### config.mk
export PLATFORM = sky130hd
export DESIGN_NAME = sound_channel_allocator_top
export DESIGN_NICKNAME = d
export VERILOG_FILES = /design/src/rtl/sca_pkg.sv /design/src/rtl/sound_channel_allocator_top.sv
export SDC_FILE = /design/constraint.sdc
export NUM_CORES = 1
export LEC_CHECK = 0
export BUFFER_PORTS_ARGS = -buffer_cell sky130_fd_sc_hd__buf_2
export CAP_MARGIN = 20
export CORE_ASPECT_RATIO = 0.5
export CORE_MARGIN = 5
export CORE_UTILIZATION = 40
export CTS_CLUSTER_DIAMETER = 30
export CTS_CLUSTER_SIZE = 20
export DETAILED_ROUTE_END_ITERATION = 8
export SYNTH_ARGS = -nofsm -noshare
export SYNTH_HDL_FRONTEND = slang
export SYNTH_SLANG_ARGS = --single-unit
export TNS_END_PERCENT = 1
### constraint.sdc
create_clock -name i_clk -period 7.6 [get_ports i_clk]
set_input_delay 0.76 -clock i_clk [delete_from_list [all_inputs] [get_ports i_clk]]
set_output_delay 0.76 -clock i_clk [all_outputs]
set_load 0.05 [all_outputs]
### src/rtl/sca_pkg.sv
package sca_pkg;

    // channel table size
    localparam int MAX_CHANNELS = 8;
    localparam int CH_W = (MAX_CHANNELS > 1) ? $clog2(MAX_CHANNELS) : 1;

    // field widths fixed by the interface
    localparam int CFG_W    = 4;
    localparam int KIND_W   = 2;
    localparam int ORIGIN_W = 16;
    localparam int PRIO_W   = 8;
    localparam int IDX_W    = 3;

    // reset channel count
    localparam logic [CFG_W-1:0] ACTIVE_RESET = CFG_W'(8);

    // request kinds
    localparam logic [KIND_W-1:0] KIND_START   = 2'd0;
    localparam logic [KIND_W-1:0] KIND_STOP    = 2'd1;
    localparam logic [KIND_W-1:0] KIND_RELEASE = 2'd2;

    typedef logic [MAX_CHANNELS-1:0] t_chan_vec;

endpackage

### src/rtl/sound_channel_allocator_top.sv
// Voice channel allocator. Each item (start, stop by origin, release by index) is
// latched at the edge where start is high, is resolved against the channel table in
// the following cycle, and its result is registered and shows on the o_ result ports
// with o_done high for exactly one cycle. busy stays low, so an item may be issued in
// every cycle; the table update of one item is seen by the next one. The result cannot
// be held off: sample it in the o_done cycle. active_channels is written through the
// cfg channel (always ready) by the user only while no item is in flight (the block
// does not enforce it); 0 acts as 1, values above the table size act as the table size.
module sound_channel_allocator_top
    import sca_pkg::*;
(
    input  logic                i_clk,
    input  logic                i_rst_n,
    input  logic                start,
    output logic                busy,
    input  logic [KIND_W-1:0]   i_kind,
    input  logic [ORIGIN_W-1:0] i_origin_id,
    input  logic [PRIO_W-1:0]   i_priority_req,
    input  logic [IDX_W-1:0]    i_channel,
    input  logic                i_cfg_valid,
    output logic                o_cfg_ready,
    input  logic [CFG_W-1:0]    i_cfg_data,
    output logic                o_done,
    output logic                o_granted,
    output logic [IDX_W-1:0]    o_granted_channel,
    output logic                o_evicted,
    output logic [IDX_W-1:0]    o_evicted_channel,
    output logic                o_stopped,
    output logic [IDX_W-1:0]    o_stopped_channel
);

    // control registers
    logic                r_req_valid;
    logic [CFG_W-1:0]    r_active;
    t_chan_vec           r_busy;
    t_chan_vec           n_busy;

    // input register
    logic [KIND_W-1:0]   r_kind;
    logic [ORIGIN_W-1:0] r_origin;
    logic [PRIO_W-1:0]   r_prio;
    logic [IDX_W-1:0]    r_channel;

    // channel table payload
    logic [ORIGIN_W-1:0] r_ch_origin [MAX_CHANNELS];
    logic [PRIO_W-1:0]   r_ch_prio   [MAX_CHANNELS];

    // result register
    logic                r_done;
    logic                r_granted;
    logic [CH_W-1:0]     r_gch;
    logic                r_evicted;
    logic [CH_W-1:0]     r_ech;
    logic                r_stopped;
    logic [CH_W-1:0]     r_sch;

    logic                n_granted;
    logic [CH_W-1:0]     n_gch;
    logic                n_evicted;
    logic [CH_W-1:0]     n_ech;
    logic                n_stopped;
    logic [CH_W-1:0]     n_sch;

    logic [CFG_W-1:0]    live;

    assign busy        = 1'b0;
    assign o_cfg_ready = 1'b1;

    // effective channel count
    always_comb begin
        if (r_active == '0) begin
            live = CFG_W'(1);
        end else if (int'(r_active) > MAX_CHANNELS) begin
            live = CFG_W'(MAX_CHANNELS);
        end else begin
            live = r_active;
        end
    end

    // allocation logic
    always_comb begin
        t_chan_vec       act;
        t_chan_vec       match;
        t_chan_vec       rel_hit;
        t_chan_vec       busy_mid;
        t_chan_vec       free_v;
        t_chan_vec       evict_v;
        logic [CH_W-1:0] m_idx;
        logic [CH_W-1:0] f_idx;
        logic [CH_W-1:0] e_idx;
        logic [CH_W-1:0] r_idx;

        m_idx = '0;
        f_idx = '0;
        e_idx = '0;
        r_idx = '0;

        // per-channel compares
        for (int c = 0; c < MAX_CHANNELS; c++) begin
            act[c]     = (c < int'(live));
            match[c]   = act[c] && r_busy[c] && (r_ch_origin[c] == r_origin);
            rel_hit[c] = act[c] && r_busy[c] && (c == int'(r_channel));
            evict_v[c] = act[c] && (r_ch_prio[c] >= r_prio);
        end

        // lowest origin match
        for (int c = MAX_CHANNELS - 1; c >= 0; c--) begin
            if (match[c]) begin
                m_idx = CH_W'(c);
            end
        end

        // table after the origin match is freed
        busy_mid = r_busy;
        if (|match) begin
            busy_mid[m_idx] = 1'b0;
        end

        for (int c = 0; c < MAX_CHANNELS; c++) begin
            free_v[c] = act[c] && !busy_mid[c];
        end

        // lowest free, lowest evictable and lowest release-hit channel
        for (int c = MAX_CHANNELS - 1; c >= 0; c--) begin
            if (free_v[c]) begin
                f_idx = CH_W'(c);
            end
            if (evict_v[c]) begin
                e_idx = CH_W'(c);
            end
            if (rel_hit[c]) begin
                r_idx = CH_W'(c);
            end
        end

        n_busy    = r_busy;
        n_granted = 1'b0;
        n_gch     = '0;
        n_evicted = 1'b0;
        n_ech     = '0;
        n_stopped = 1'b0;
        n_sch     = '0;

        unique case (r_kind)
            KIND_START: begin
                n_stopped = |match;
                n_sch     = (|match) ? m_idx : '0;
                n_busy    = busy_mid;
                if (|free_v) begin
                    n_granted = 1'b1;
                    n_gch     = f_idx;
                end else if (|evict_v) begin
                    n_granted = 1'b1;
                    n_gch     = e_idx;
                    n_evicted = 1'b1;
                    n_ech     = e_idx;
                end
                if (n_granted) begin
                    n_busy[n_gch] = 1'b1;
                end
            end
            KIND_STOP: begin
                n_stopped = |match;
                n_sch     = (|match) ? m_idx : '0;
                n_busy    = busy_mid;
            end
            KIND_RELEASE: begin
                if (|rel_hit) begin
                    n_stopped      = 1'b1;
                    n_sch          = r_idx;
                    n_busy[r_idx]  = 1'b0;
                end
            end
            default: begin
            end
        endcase

        if (!r_req_valid) begin
            n_busy = r_busy;
        end
    end

    // control state
    always_ff @(posedge i_clk) begin
        if (!i_rst_n) begin
            r_req_valid <= 1'b0;
            r_done      <= 1'b0;
            r_active    <= ACTIVE_RESET;
            r_busy      <= '0;
        end else begin
            r_req_valid <= start;
            r_done      <= r_req_valid;
            r_busy      <= n_busy;
            if (i_cfg_valid) begin
                r_active <= i_cfg_data;
            end
        end
    end

    // input and result payload
    always_ff @(posedge i_clk) begin
        if (start) begin
            r_kind    <= i_kind;
            r_origin  <= i_origin_id;
            r_prio    <= i_priority_req;
            r_channel <= i_channel;
        end
        r_granted <= n_granted;
        r_gch     <= n_gch;
        r_evicted <= n_evicted;
        r_ech     <= n_ech;
        r_stopped <= n_stopped;
        r_sch     <= n_sch;
    end

    // table entries written on grant
    always_ff @(posedge i_clk) begin
        if (r_req_valid && n_granted) begin
            r_ch_origin[n_gch] <= r_origin;
            r_ch_prio[n_gch]   <= r_prio;
        end
    end

    // result ports
    assign o_done            = r_done;
    assign o_granted         = r_done && r_granted;
    assign o_granted_channel = r_done ? IDX_W'(r_gch) : '0;
    assign o_evicted         = r_done && r_evicted;
    assign o_evicted_channel = r_done ? IDX_W'(r_ech) : '0;
    assign o_stopped         = r_done && r_stopped;
    assign o_stopped_channel = r_done ? IDX_W'(r_sch) : '0;

    // granted channel is marked busy when the result shows
    a_grant_busy: assert property (@(posedge i_clk) disable iff (!i_rst_n)
        (o_done && o_granted) |-> r_busy[r_gch])
        else $error("granted channel not busy");

    // eviction always comes with a grant of the same channel
    a_evict_grant: assert property (@(posedge i_clk) disable iff (!i_rst_n)
        (o_done && o_evicted) |-> (o_granted && (r_gch == r_ech)))
        else $error("eviction without matching grant");

    // a channel freed by origin match leaves room, so no eviction follows
    a_no_evict_after_stop: assert property (@(posedge i_clk) disable iff (!i_rst_n)
        o_done |-> !(o_evicted && o_stopped))
        else $error("eviction after origin free");

    // a freed channel that was not regranted is free
    a_stop_free: assert property (@(posedge i_clk) disable iff (!i_rst_n)
        (o_done && o_stopped && !o_granted) |-> !r_busy[r_sch])
        else $error("stopped channel still busy");

    // every accepted item is followed by a result on o_done
    a_done_follows: assert property (@(posedge i_clk) disable iff (!i_rst_n)
        (start && !busy) |=> ##1 o_done)
        else $error("missing result");

endmodule
==> impl_results.rst <==
.. list-table::
   :header-rows: 1

   * - Metric
     - Value
   * - Most instantiated flip-flop cell in the synthesis netlist
     - sky130_fd_sc_hd__edfxtp_1
   * - Largest buffer count on any clock path
     - 3
   * - VDD IR-drop max
     - 0.113 mV
   * - Worst Path Required
     - 7.79 ns
   * - CP arrival
     - 5.33 ns
   * - Cell internal pwr
     - 2.72 mW
   * - Register clock-pin slew on the reported worst setup and hold paths
     - 0.05 ns
   * - Type of the tightest min-delay check
     - input pin to register
   * - Cell with the largest stage delay on the worst path
     - sky130_fd_sc_hd__nor3b_2
   * - Dominant cells by area after synthesis
     - sky130_fd_sc_hd__edfxtp_1 56%, sky130_fd_sc_hd__ha_1 7.3%, sky130_fd_sc_hd__xor2_1 7.0%, sky130_fd_sc_hd__dfxtp_1 4.4%, sky130_fd_sc_hd__xnor2_1 2.5%
   * - Fill count
     - 2564
   * - Post-synthesis area per instance
     - 13.4 sq um
   * - List of cells traversed by the critical path
     - xor2_1 > nor4_1 > nand4_1 > or2_1 > a21oi_1 > o21ai_2 > o2111ai_1 > o22ai_4 > nand2_1 > inv_1 > nor3b_2 > buf_4
   * - Unrepaired setup endpoints after global routing
     - no
   * - Area share of the leading cell type in the synthesized netlist
     - 0.564
   * - Placer congestion estimate
     - 0.923
   * - Area taken by flip-flops and latches
     - 7160 sq um
   * - Top cell types by occurrence after synthesis
     - 221 x sky130_fd_sc_hd__edfxtp_1, 94 x sky130_fd_sc_hd__xor2_1, 69 x sky130_fd_sc_hd__ha_1, 40 x sky130_fd_sc_hd__nand2_1, 39 x sky130_fd_sc_hd__nor2_1
   * - First-iteration detailed-routing DRC count
     - 718
   * - Count of input and output buffers
     - 49
   * - Leak pwr
     - 4.95 nW
   * - Setup Skew
     - 0.0122 ns
   * - Cell with the most instances after synthesis
     - sky130_fd_sc_hd__edfxtp_1
   * - Number of antenna-violating nets in the routed design
     - 0
   * - Setup fix buffers added after clock tree synthesis
     - 0
   * - Sw Pwr
     - 0.796 mW
   * - Global-route wire length before repair
     - 43100 microns
   * - Die width
     - 253 microns
   * - Register bit count reported by yosys
     - 247
   * - Fraction of layout instances using a drive strength above 1
     - 0.148
   * - Transition time at the pin with the least slew margin
     - 1.08 ns
   * - Power density relative to cell area
     - 257 nW/um^2
   * - Die Outline Area
     - 33200 sq um
   * - Netlist cell types
     - 71
   * - Net count after synthesis
     - 985
   * - GRT Residual Overflow
     - 0
   * - Final setup violation count
     - 0
   * - Number of max-slew violations in the final report
     - 0
   * - Count of hold buffers inserted by post-cts repair
     - 0
   * - Peak per-stage delay on the critical path
     - 0.77 ns
   * - TritonCTS sink count
     - 247
   * - Mapped Cells
     - 879
   * - Final layout net count
     - 1053
   * - Drt drc
     - 0
   * - Clock latency of the later-clocked register in the worst-skew pair
     - 0.52 ns
   * - Core footprint
     - 29000 sq um
   * - Power share of the clock group
     - 0.491
   * - Top Ports
     - 52
   * - H-tree Lvls
     - 2
   * - Effective utilization at floorplan
     - 0.406
   * - Largest driver fanout on the critical path
     - 16
   * - WL/cell
     - 20.8 microns
   * - TritonCTS clock tree
     - done
   * - Sw Share
     - 0.226
   * - Yosys Warn Count
     - 0
   * - Antenna violations before repair
     - 0
   * - Final number of hold-violating endpoints
     - 0
   * - Number of enable-type register cells in the synthesized netlist
     - 221
   * - Combinational cell fraction of total power
     - 0.060
   * - Chip height
     - 131 microns
   * - Antenna cell count
     - 0
   * - Via-per-instance ratio
     - 5.38
   * - Vias in the first global route
     - 7236
   * - Pin count of the biggest net entering global routing
     - 31
   * - Post-synthesis async set-or-reset flop share
     - 0
   * - Share of the cycle needed by the critical path after routing
     - 0.676
   * - Number of search-and-repair iterations in the first detailed-routing pass
     - 5
   * - Detailed-route wire length
     - 28300 microns
   * - Seq pwr share
     - 0.449
   * - Cell Rows
     - 44
   * - Synth area leader
     - sky130_fd_sc_hd__edfxtp_1
   * - Peak Freq
     - 195 MHz
   * - Max Cap Violations
     - 0
   * - Post-CTS resize count
     - 0
   * - Vias after detailed routing
     - 7348
   * - Placed insts
     - 1299
   * - Element type at the critical path end
     - register
   * - Category of the most critical setup path
     - register to register
   * - Post-DP HPWL
     - 19900 microns
   * - Buffer type at the clock tree root
     - sky130_fd_sc_hd__clkbuf_16
   * - Share of the yosys chip area belonging to registers
     - 0.608
   * - Non-filler cells, final
     - 1365
   * - Number of buffers inserted during clock tree synthesis
     - 37
   * - Final min period
     - 5.13 ns
   * - Area occupied by multi-input gates
     - 4350 sq um
   * - Result of the run
     - complete, no violations
   * - Nature of the critical path startpoint
     - register
   * - Total Neg Setup Slack
     - 0 ns
   * - Headroom to the max-slew limit
     - 0.276
   * - Post-synth design cell area
     - 11800 sq um
   * - Global-route usage over all layers
     - 0.168
   * - Area added between synthesis and finish
     - 16.4%
-- layer usage --
metal,vias up,routed length [microns],track usage
li1,3455,-,-
met1,3607,13300,0.243
met2,254,13000,0.263
met3,32,1650,0.0318
met4,0,368,0.0422
met5,-,0,0
-- worst max-delay path, delay by kind of cell (launching register included) --
family / cells / cell delay [ns]
AO/OA/AOI/OAI: 4 / 1.10
XOR/XNOR: 1 / 0.27
buffers and inverters: 2 / 0.51
flip-flops: 1 / 0.69
AND/OR/NAND/NOR: 5 / 2.21
-- metrics by stage --
step | power [mW] | hold WS, ns | setup WS, ns | cell area (sq um) | util
after floorplan | 1.73 | 0.431 | 2.57 | 11800 | -
after global placement | 1.81 | 0.512 | 2.54 | 12400 | 0.428
after detailed placement | 1.82 | 0.519 | 2.47 | 12400 | 0.428
after CTS | 3.55 | 0.387 | 2.46 | 13700 | 0.472
after global routing | 3.65 | 0.392 | 2.08 | 13700 | 0.472
final | 3.52 | 0.414 | 2.47 | 13700 | 0.472
-- logic make-up (layout without fill, tap and decap cells) --
logic type               count (synthesis)  in the layout  share of synthesized area
flip-flops                             247            247                      0.608
AND/OR/NAND/NOR                        238            238                      0.115
AO/OA/AOI/OAI                          131            131                     0.0791
XOR/XNOR                               128            128                     0.0953
adder cells (fa/ha/maj)                 69             69                     0.0734
buffers and inverters                   60            155                     0.0249
multiplexers                             4              4                    0.00340
other                                    2              2                   0.000638
-- path summary, 6_finish.rpt --
| kind | from | endpoint | slack, ns | cells past startpoint |
|---|---|---|---|---|
| setup / recovery | r_origin[5] | r_ch_origin[6][1] | 2.47 | 12 |
| setup reg to reg | r_origin[5] | r_ch_origin[6][1] | 2.47 | 12 |
| hold / removal | i_origin_id[8] | r_origin[8] | 0.41 | 1 |
| hold reg to reg | r_req_valid | o_done | 0.52 | 2 |
-- layout by cell type, fill, tap and decap left out, types with 31 or more instances in the layout --
cell type,n
sky130_fd_sc_hd__nand2_1,40
sky130_fd_sc_hd__nor2_1,33
sky130_fd_sc_hd__inv_1,31
sky130_fd_sc_hd__xnor2_1,34
sky130_fd_sc_hd__a21oi_1,31
sky130_fd_sc_hd__buf_2,49
sky130_fd_sc_hd__edfxtp_1,221
sky130_fd_sc_hd__clkbuf_16,40
sky130_fd_sc_hd__ha_1,69
sky130_fd_sc_hd__xor2_1,94
-- sequential cells by signal, summed over array words and instances, names as in the netlist, 2 cells and up --
signal	flops
r_active	4
r_kind	2
r_channel	3
r_sch	3
r_prio	8
r_ech	3
r_ch_prio	64
r_gch	3
r_ch_origin	128
r_busy	8
r_origin	16
-- power by group through the flow --
stage,Combinational (mW),Sequential (mW),Clock [mW]
2_1_floorplan,0.171,1.56,0
3_3_place_gp,0.207,1.60,0
3_5_place_dp,0.211,1.61,0
4_1_cts,0.212,1.58,1.76
5_1_grt,0.235,1.58,1.83
6_report,0.212,1.58,1.73
-- layout make-up --
type,instances,share of cell area
timing repair buffer,58,0.0228
inverter,31,0.00850
tap,391,0.0357
clock buffer,44,0.0742
sequential,247,0.523
clock inverter,22,0.0184
multi-input combinational,572,0.318
Note: power is estimated with default switching activity, not from simulation.
